`config.mk`:
```
export PLATFORM = sky130hd
export DESIGN_NAME = ohlcv_bar_aggregator_core
export DESIGN_NICKNAME = d
export VERILOG_FILES = /design/src/rtl/ohlcv_pkg.sv /design/src/rtl/ohlcv_bar_aggregator_core.sv
export SDC_FILE = /design/constraint.sdc
export NUM_CORES = 2
export LEC_CHECK = 0
export BUFFER_PORTS_ARGS = -buffer_cell sky130_fd_sc_hd__buf_2
export CORE_MARGIN = 1.5
export CORE_UTILIZATION = 30
export DETAILED_ROUTE_END_ITERATION = 16
export PLACE_DENSITY = 0.49
export SLEW_MARGIN = 10
export SYNTH_ARGS = -nofsm -noshare
export SYNTH_HDL_FRONTEND = slang
export SYNTH_SLANG_ARGS = --single-unit
```
`constraint.sdc`:
```
create_clock -name clk -period 3.9 [get_ports clk]
set_input_delay 1.17 -clock clk [delete_from_list [all_inputs] [get_ports clk]]
set_output_delay 1.17 -clock clk [all_outputs]
set_load 0.02 [all_outputs]
```
`src/rtl/ohlcv_pkg.sv`:
```
// ohlcv_pkg: shared constants for the ohlcv bar aggregator
// widths of the interval register and the bucket span, seconds per minute
// no dependencies
package ohlcv_pkg;

    localparam int INTERVAL_BITS = 14;
    localparam int SECS_PER_MIN = 60;
    // interval * 60 fits in interval bits plus six
    localparam int SPAN_BITS = INTERVAL_BITS + 6;
    localparam logic [INTERVAL_BITS-1:0] INTERVAL_RESET = INTERVAL_BITS'(1);

endpackage

```
`src/rtl/ohlcv_bar_aggregator_core.sv`:
```
// ohlcv_bar_aggregator_core: resamples one-minute candles into bars of a set length
// bucket start found by a shared bit-serial remainder unit under a small sequencer
// depends on ohlcv_pkg
//
// A candle word is taken when in_valid and in_ready are high; in_ready is high only
// while the sequencer is idle. With an interval of one minute (or zero) candles pass
// through unchanged, emitting any open bar first, and wait on output back-pressure.
// With a longer interval the bucket start is the timestamp minus its remainder modulo
// interval*60, worked out by a restoring remainder unit one timestamp bit per cycle;
// each bar word emitted waits while out_ready is low.
// Each candle gives zero, one or two bar words; the candle flagged last_candle closes
// the open bar with final_bar set and clears the block for the next history. The user
// must write the interval through cfg_we/cfg_data only while the block is idle; the
// block does not enforce this. Volume sums saturate at all ones.
module ohlcv_bar_aggregator_core #(
    parameter int TIME_BITS = 40,
    parameter int VALUE_BITS = 48
) (
    input  logic                                clk,
    input  logic                                rst_n,
    input  logic                                cfg_we,
    input  logic [ohlcv_pkg::INTERVAL_BITS-1:0] cfg_data,
    input  logic                                in_valid,
    output logic                                in_ready,
    input  logic [TIME_BITS-1:0]                candle_timestamp,
    input  logic [VALUE_BITS-1:0]               candle_open,
    input  logic [VALUE_BITS-1:0]               candle_high,
    input  logic [VALUE_BITS-1:0]               candle_low,
    input  logic [VALUE_BITS-1:0]               candle_close,
    input  logic [VALUE_BITS-1:0]               candle_volume,
    input  logic                                last_candle,
    output logic                                out_valid,
    input  logic                                out_ready,
    output logic [TIME_BITS-1:0]                bar_timestamp,
    output logic [VALUE_BITS-1:0]               bar_open,
    output logic [VALUE_BITS-1:0]               bar_high,
    output logic [VALUE_BITS-1:0]               bar_low,
    output logic [VALUE_BITS-1:0]               bar_close,
    output logic [VALUE_BITS-1:0]               bar_volume,
    output logic                                final_bar
);
    import ohlcv_pkg::*;

    localparam int CNT_BITS = $clog2(TIME_BITS);

    typedef enum logic [2:0] {
        ST_IDLE,
        ST_DIV,
        ST_BUCKET,
        ST_DECIDE,
        ST_EMIT_OLD,
        ST_EMIT_PASS,
        ST_EMIT_FINAL
    } state_t;

    state_t                  state_reg, state_next;

    logic [INTERVAL_BITS-1:0] interval_reg, interval_next;
    logic [SPAN_BITS-1:0]     span_reg, span_next;

    logic [TIME_BITS-1:0]     cts_reg, cts_next;
    logic [VALUE_BITS-1:0]    co_reg, co_next;
    logic [VALUE_BITS-1:0]    ch_reg, ch_next;
    logic [VALUE_BITS-1:0]    cl_reg, cl_next;
    logic [VALUE_BITS-1:0]    cc_reg, cc_next;
    logic [VALUE_BITS-1:0]    cv_reg, cv_next;
    logic                     clast_reg, clast_next;

    logic [TIME_BITS-1:0]     shift_reg, shift_next;
    logic [SPAN_BITS-1:0]     rem_reg, rem_next;
    logic [CNT_BITS-1:0]      cnt_reg, cnt_next;
    logic [TIME_BITS-1:0]     bucket_reg, bucket_next;

    logic                     bar_open_reg, bar_open_next;
    logic [TIME_BITS-1:0]     bucket_start_reg, bucket_start_next;
    logic [VALUE_BITS-1:0]    acc_open_reg, acc_open_next;
    logic [VALUE_BITS-1:0]    acc_high_reg, acc_high_next;
    logic [VALUE_BITS-1:0]    acc_low_reg, acc_low_next;
    logic [VALUE_BITS-1:0]    acc_close_reg, acc_close_next;
    logic [VALUE_BITS-1:0]    acc_volume_reg, acc_volume_next;

    logic                     out_valid_reg, out_valid_next;
    logic [TIME_BITS-1:0]     out_ts_reg, out_ts_next;
    logic [VALUE_BITS-1:0]    out_open_reg, out_open_next;
    logic [VALUE_BITS-1:0]    out_high_reg, out_high_next;
    logic [VALUE_BITS-1:0]    out_low_reg, out_low_next;
    logic [VALUE_BITS-1:0]    out_close_reg, out_close_next;
    logic [VALUE_BITS-1:0]    out_volume_reg, out_volume_next;
    logic                     out_final_reg, out_final_next;

    logic                     pass_mode;
    logic                     out_free;
    logic [SPAN_BITS:0]       trial;
    logic [SPAN_BITS:0]       trial_sub;
    logic [VALUE_BITS:0]      vol_sum;
    logic [VALUE_BITS-1:0]    vol_sat;

    assign pass_mode = (interval_reg <= INTERVAL_BITS'(1));
    assign out_free  = !out_valid_reg || out_ready;
    assign in_ready  = (state_reg == ST_IDLE);

    // remainder step: shift in the next timestamp bit, subtract span if it fits
    assign trial     = {rem_reg, shift_reg[TIME_BITS-1]};
    assign trial_sub = trial - {1'b0, span_reg};

    assign vol_sum = {1'b0, acc_volume_reg} + {1'b0, cv_reg};
    assign vol_sat = vol_sum[VALUE_BITS] ? {VALUE_BITS{1'b1}} : vol_sum[VALUE_BITS-1:0];

    always_comb
    begin
        state_next        = state_reg;
        interval_next     = interval_reg;
        span_next         = span_reg;
        cts_next          = cts_reg;
        co_next           = co_reg;
        ch_next           = ch_reg;
        cl_next           = cl_reg;
        cc_next           = cc_reg;
        cv_next           = cv_reg;
        clast_next        = clast_reg;
        shift_next        = shift_reg;
        rem_next          = rem_reg;
        cnt_next          = cnt_reg;
        bucket_next       = bucket_reg;
        bar_open_next     = bar_open_reg;
        bucket_start_next = bucket_start_reg;
        acc_open_next     = acc_open_reg;
        acc_high_next     = acc_high_reg;
        acc_low_next      = acc_low_reg;
        acc_close_next    = acc_close_reg;
        acc_volume_next   = acc_volume_reg;
        out_valid_next    = out_valid_reg && !out_ready;
        out_ts_next       = out_ts_reg;
        out_open_next     = out_open_reg;
        out_high_next     = out_high_reg;
        out_low_next      = out_low_reg;
        out_close_next    = out_close_reg;
        out_volume_next   = out_volume_reg;
        out_final_next    = out_final_reg;

        if (cfg_we)
        begin
            interval_next = cfg_data;
            // interval * 60 as interval * 64 - interval * 4
            span_next = {cfg_data, 6'b0} - {4'b0, cfg_data, 2'b0};
        end

        unique case (state_reg)
            ST_IDLE:
            begin
                if (in_valid)
                begin
                    cts_next   = candle_timestamp;
                    co_next    = candle_open;
                    ch_next    = candle_high;
                    cl_next    = candle_low;
                    cc_next    = candle_close;
                    cv_next    = candle_volume;
                    clast_next = last_candle;
                    shift_next = candle_timestamp;
                    rem_next   = '0;
                    cnt_next   = CNT_BITS'(TIME_BITS - 1);
                    if (pass_mode)
                        state_next = bar_open_reg ? ST_EMIT_OLD : ST_EMIT_PASS;
                    else
                        state_next = ST_DIV;
                end
            end

            ST_DIV:
            begin
                if (trial_sub[SPAN_BITS])
                    rem_next = trial[SPAN_BITS-1:0];
                else
                    rem_next = trial_sub[SPAN_BITS-1:0];
                shift_next = {shift_reg[TIME_BITS-2:0], 1'b0};
                cnt_next   = cnt_reg - CNT_BITS'(1);
                if (cnt_reg == '0)
                    state_next = ST_BUCKET;
            end

            ST_BUCKET:
            begin
                bucket_next = cts_reg - {{(TIME_BITS-SPAN_BITS){1'b0}}, rem_reg};
                state_next  = ST_DECIDE;
            end

            ST_DECIDE:
            begin
                if (bar_open_reg && (bucket_reg == bucket_start_reg))
                begin
                    if (ch_reg > acc_high_reg)
                        acc_high_next = ch_reg;
                    if (cl_reg < acc_low_reg)
                        acc_low_next = cl_reg;
                    acc_close_next  = cc_reg;
                    acc_volume_next = vol_sat;
                    state_next      = clast_reg ? ST_EMIT_FINAL : ST_IDLE;
                end
                else if (bar_open_reg)
                begin
                    state_next = ST_EMIT_OLD;
                end
                else
                begin
                    bar_open_next     = 1'b1;
                    bucket_start_next = bucket_reg;
                    acc_open_next     = co_reg;
                    acc_high_next     = ch_reg;
                    acc_low_next      = cl_reg;
                    acc_close_next    = cc_reg;
                    acc_volume_next   = cv_reg;
                    state_next        = clast_reg ? ST_EMIT_FINAL : ST_IDLE;
                end
            end

            ST_EMIT_OLD:
            begin
                if (out_free)
                begin
                    out_valid_next  = 1'b1;
                    out_ts_next     = bucket_start_reg;
                    out_open_next   = acc_open_reg;
                    out_high_next   = acc_high_reg;
                    out_low_next    = acc_low_reg;
                    out_close_next  = acc_close_reg;
                    out_volume_next = acc_volume_reg;
                    out_final_next  = 1'b0;
                    if (pass_mode)
                    begin
                        bar_open_next     = 1'b0;
                        bucket_start_next = '0;
                        state_next        = ST_EMIT_PASS;
                    end
                    else
                    begin
                        bar_open_next     = 1'b1;
                        bucket_start_next = bucket_reg;
                        acc_open_next     = co_reg;
                        acc_high_next     = ch_reg;
                        acc_low_next      = cl_reg;
                        acc_close_next    = cc_reg;
                        acc_volume_next   = cv_reg;
                        state_next        = clast_reg ? ST_EMIT_FINAL : ST_IDLE;
                    end
                end
            end

            ST_EMIT_PASS:
            begin
                if (out_free)
                begin
                    out_valid_next  = 1'b1;
                    out_ts_next     = cts_reg;
                    out_open_next   = co_reg;
                    out_high_next   = ch_reg;
                    out_low_next    = cl_reg;
                    out_close_next  = cc_reg;
                    out_volume_next = cv_reg;
                    out_final_next  = clast_reg;
                    state_next      = ST_IDLE;
                end
            end

            ST_EMIT_FINAL:
            begin
                if (out_free)
                begin
                    out_valid_next    = 1'b1;
                    out_ts_next       = bucket_start_reg;
                    out_open_next     = acc_open_reg;
                    out_high_next     = acc_high_reg;
                    out_low_next      = acc_low_reg;
                    out_close_next    = acc_close_reg;
                    out_volume_next   = acc_volume_reg;
                    out_final_next    = 1'b1;
                    bar_open_next     = 1'b0;
                    bucket_start_next = '0;
                    state_next        = ST_IDLE;
                end
            end

            default:
            begin
                state_next = ST_IDLE;
            end
        endcase
    end

    always_ff @(posedge clk or negedge rst_n)
    begin
        if (!rst_n)
        begin
            state_reg        <= ST_IDLE;
            interval_reg     <= INTERVAL_RESET;
            span_reg         <= SPAN_BITS'(SECS_PER_MIN);
            cts_reg          <= '0;
            co_reg           <= '0;
            ch_reg           <= '0;
            cl_reg           <= '0;
            cc_reg           <= '0;
            cv_reg           <= '0;
            clast_reg        <= 1'b0;
            shift_reg        <= '0;
            rem_reg          <= '0;
            cnt_reg          <= '0;
            bucket_reg       <= '0;
            bar_open_reg     <= 1'b0;
            bucket_start_reg <= '0;
            acc_open_reg     <= '0;
            acc_high_reg     <= '0;
            acc_low_reg      <= '0;
            acc_close_reg    <= '0;
            acc_volume_reg   <= '0;
            out_valid_reg    <= 1'b0;
            out_ts_reg       <= '0;
            out_open_reg     <= '0;
            out_high_reg     <= '0;
            out_low_reg      <= '0;
            out_close_reg    <= '0;
            out_volume_reg   <= '0;
            out_final_reg    <= 1'b0;
        end
        else
        begin
            state_reg        <= state_next;
            interval_reg     <= interval_next;
            span_reg         <= span_next;
            cts_reg          <= cts_next;
            co_reg           <= co_next;
            ch_reg           <= ch_next;
            cl_reg           <= cl_next;
            cc_reg           <= cc_next;
            cv_reg           <= cv_next;
            clast_reg        <= clast_next;
            shift_reg        <= shift_next;
            rem_reg          <= rem_next;
            cnt_reg          <= cnt_next;
            bucket_reg       <= bucket_next;
            bar_open_reg     <= bar_open_next;
            bucket_start_reg <= bucket_start_next;
            acc_open_reg     <= acc_open_next;
            acc_high_reg     <= acc_high_next;
            acc_low_reg      <= acc_low_next;
            acc_close_reg    <= acc_close_next;
            acc_volume_reg   <= acc_volume_next;
            out_valid_reg    <= out_valid_next;
            out_ts_reg       <= out_ts_next;
            out_open_reg     <= out_open_next;
            out_high_reg     <= out_high_next;
            out_low_reg      <= out_low_next;
            out_close_reg    <= out_close_next;
            out_volume_reg   <= out_volume_next;
            out_final_reg    <= out_final_next;
        end
    end

    assign out_valid     = out_valid_reg;
    assign bar_timestamp = out_ts_reg;
    assign bar_open      = out_open_reg;
    assign bar_high      = out_high_reg;
    assign bar_low       = out_low_reg;
    assign bar_close     = out_close_reg;
    assign bar_volume    = out_volume_reg;
    assign final_bar     = out_final_reg;

endmodule

```
==> impl_metrics.sql <==
INSERT INTO impl_metrics (metric_group, metric, value, unit) VALUES
('placement', 'dp_hpwl', '104700', 'um'),
('placement', 'gpl.final_weighted_congestion', '0.8324', ''),
('synth', 'post_synth_instance_area', '0.04844', 'mm2'),
('floorplanning', 'chipWidth', '404.8', 'um'),
('clock_tree', 'ctsResizeCount', '0', ''),
('critical_path', 'critical_path_endpoint_category', 'register', ''),
('synth', 'async_flop_share', '1.000', ''),
('clock_tree', 'cts_tree', 'yes', ''),
('status', 'outcome', 'complete, no violations', ''),
('route', 'route.detailed.vias_per_inst', '4.798', ''),
('finish', 'finalNonFillerCells', '8045', ''),
('finish', 'layout.nets', '6278', ''),
('synth', 'ys.flop_type', 'dfrtp_1', ''),
('finish', 'ratio_of_cells_with_drive_above_1_in_the_final_layout', '0.1690', ''),
('global_route', 'largest_net_degree_at_the_start_of_global_routing', '123', ''),
('sta', 'drv_slew', '0', ''),
('synth', 'synth_enable_flop_cells', '0', ''),
('floorplanning', 'initial_utilization', '0.3020', ''),
('clock_tree', 'max-clock-path-buffers', '3', ''),
('clock_tree', 'clock-root-buffer', 'clkbuf_16', ''),
('placement', 'place_worst_setup_slack', '0.1901', 'ns'),
('route', 'drc', '0', ''),
('sta', 'final-hold-violation-count', '0', ''),
('synth', 'syn_nets', '5787', ''),
('synth', 'synth_top_area_share', '0.5063', ''),
('synth', 'yosysWarnings', '0', ''),
('global_route', 'grt_first_pass_wirelength', '232100', 'um'),
('sta', 'finalCritPeriodShare', '0.9489', ''),
('finish', 'layout.cells.most_common', 'nand2_1', ''),
('clock_tree', 'post-cts-setup-buffers', '0', ''),
('sta', 'tightestPinTransition', '1.028', 'ns'),
('global_route', 'grt_remaining_overflow', '0', ''),
('critical_path', 'critPathRequiredTime', '4.51', 'ns'),
('global_route', 'antenna_found_initial', '24', ''),
('job', 'max_cap_violations', '0', ''),
('finish', 'area_growth', '20.17', '%'),
('clock_tree', 'clock_insertion_delay_worst_skew', '0.77', 'ns'),
('route', 'wl_per_cell', '18.62', 'um'),
('global_route', 'track_usage', '0.1807', ''),
('sta', 'max_slew_margin', '0.3131', ''),
('finish', 'final_cell_mix', 'nand2_1, dfrtp_1, buf_2', ''),
('pwr', 'power_leakage', '29.67', 'nW'),
('min_path', 'hold_path_class', 'in2async', ''),
('clock_tree', 'clock-sinks', '984', ''),
('sta', 'max_clock_freq', '270.2', 'MHz'),
('route', 'detailroute.via_count', '38600', ''),
('pwr', 'vdd.ir_drop.worst', '0.0004633', 'V'),
('placement', 'portBuffers', '582', ''),
('critical_path', 'start_kind', 'register', ''),
('floorplanning', 'i_o_pins', '583', ''),
('sta', 'setup-tns-final', '0', 'ns'),
('synth', 'synth_seq_cells', '984', ''),
('clock_tree', 'numCtsBuffers', '116', ''),
('route', 'drt_pre_antenna_iters', '5', ''),
('finish', 'largest_register_ffs', '49', ''),
('critical_path', 'crit_type', 'reg2reg', ''),
('synth', 'yosysUniqueCellTypes', '83', ''),
('sta', 'post-route-worst-setup-slack', '0.1992', 'ns'),
('route', 'drt-total-wl', '149800', 'um'),
('critical_path', 'crit_arrival', '4.31', 'ns'),
('sta', 'final-setup-viol-count', '0', ''),
('route', 'postRouteAntennaNets', '0', ''),
('sta', 'grt_setup_unrepaired', 'false', ''),
('synth', 'synthDominantAreaCellType', 'dfrtp_1', ''),
('synth', 'synth_seq_area_share', '0.5084', ''),
('synth', 'synthTopCellsByArea', 'dfrtp_1, nand2_1, ha_1', ''),
('synth', 'cells_after_synthesis', '5290', ''),
('floorplanning', 'core', '0.1604', 'mm2'),
('pwr', 'powerDensity', '865.2', 'mW/mm2'),
('clock_tree', 'cts_hold_buf', '0', ''),
('critical_path', 'worst-path-max-fanout', '48', ''),
('floorplanning', 'design.die.area', '0.1639', 'mm2'),
('global_route', 'grt_pass1_vias', '38600', ''),
('sta', 'skew', '0.05329', 'ns'),
('clock_tree', 'htreeDepth', '3', ''),
('floorplanning', 'die_h', '404.8', 'um'),
('placement', 'dpl.cell_count', '7823', ''),
('clock_tree', 'path_clk_slew', '0.06', 'ns'),
('floorplanning', 'core.rowCount', '147', ''),
('route', 'number_of_drc_markers_after_the_initial_detailed_route_iteration', '2470', ''),
('sta', 'min_period', '3.701', 'ns'),
('synth', 'syn_avg_cell_area', '9.157', 'um2');
-- cell usage after synthesis (all sizes together) (62+ instances only) --
| master | instances |
|---|---|
| nor2 | 167 |
| o21ai | 451 |
| nand3 | 141 |
| a21o | 79 |
| mux2i | 194 |
| a21oi | 253 |
| nor3 | 83 |
| xnor2 | 62 |
| nand2 | 1567 |
| mux2 | 111 |
| ha | 194 |
| xor2 | 70 |
| clkbuf | 262 |
| inv | 180 |
| dfrtp | 980 |
-- worst max-delay path: stages, from the launching register on --
cell and delay, ns:
dfrtp_1 0.41, ha_1 0.33, nand4_1 0.16, nor4_1 0.61, nand3_1 0.33, or3_1 0.54, a21oi_1 0.27, a2bb2oi_4 0.19
buf_12 0.28, mux2_2 0.38
-- power breakdown --
part           switching [mW]  internal (mW)  total, mW
logic                    12.9           8.18       21.1
clock network            4.66           6.67       11.3
registers                3.42           14.5       18.0
-- per-layer routing --
metal | track usage | up-vias | part of all wire
met4 | 0.05501 | 20 | 0.025
met1 | 0.2446 | 18630 | 0.46
li1 | - | 18960 | -
met5 | 0 | - | 0.00085
met2 | 0.2914 | 798 | 0.46
met3 | 0.03446 | 191 | 0.055
-- stage by stage --
step	instance area [um2]	total power, mW	utilization	hold WS [ns]
after floorplan	48440	31.92	-	0.4386
after global routing	58200	54.47	0.3629	0.3642
after detailed placement	54190	39.41	0.3379	0.4610
after global placement	54190	39.11	0.3379	0.4561
final	58210	50.36	0.3629	0.3965
after CTS	58180	51.06	0.3628	0.3395
-- worst paths after layout --
kind | cells past startpoint | endpoint | slack [ns] | startpoint
setup / recovery | 9 | acc_high_reg[9]$_DFFE_PN0P_ | 0.20 | ch_reg[46]$_DFFE_PN0P_
hold / removal | 1 | bar_close[42]$_DFFE_PN0P_ | 0.40 | rst_n
setup reg to reg | 9 | acc_high_reg[9]$_DFFE_PN0P_ | 0.20 | ch_reg[46]$_DFFE_PN0P_
hold reg to reg | 2 | bar_open[18]$_DFFE_PN0P_ | 0.47 | bar_open[18]$_DFFE_PN0P_
max in group asynchronous | 2 | interval_reg[8]$_DFFE_PN0P_ | 2.48 | rst_n
min in group clk | 2 | bar_open[18]$_DFFE_PN0P_ | 0.47 | bar_open[18]$_DFFE_PN0P_
-- cells by family after synthesis --
group           synth area share
simple gates              0.1784
compound gates            0.1333
flops                     0.5084
buf+inv                  0.03880
mux                      0.06589
fa+ha+maj                0.05135
xor+xnor                 0.02387
-- area by class of cell --
class,instances,area [um2]
Fill cell,16550,102200
Clock buffer,167,3367
Inverter,181,679.4
Tap cell,2160,2703
Antenna cell,10,25.02
Sequential cell,984,24630
Multi-Input combinational cell,3822,22090
Clock inverter,45,629.4
Timing Repair Buffer,676,4091
(Power assumes the default switching activity.)
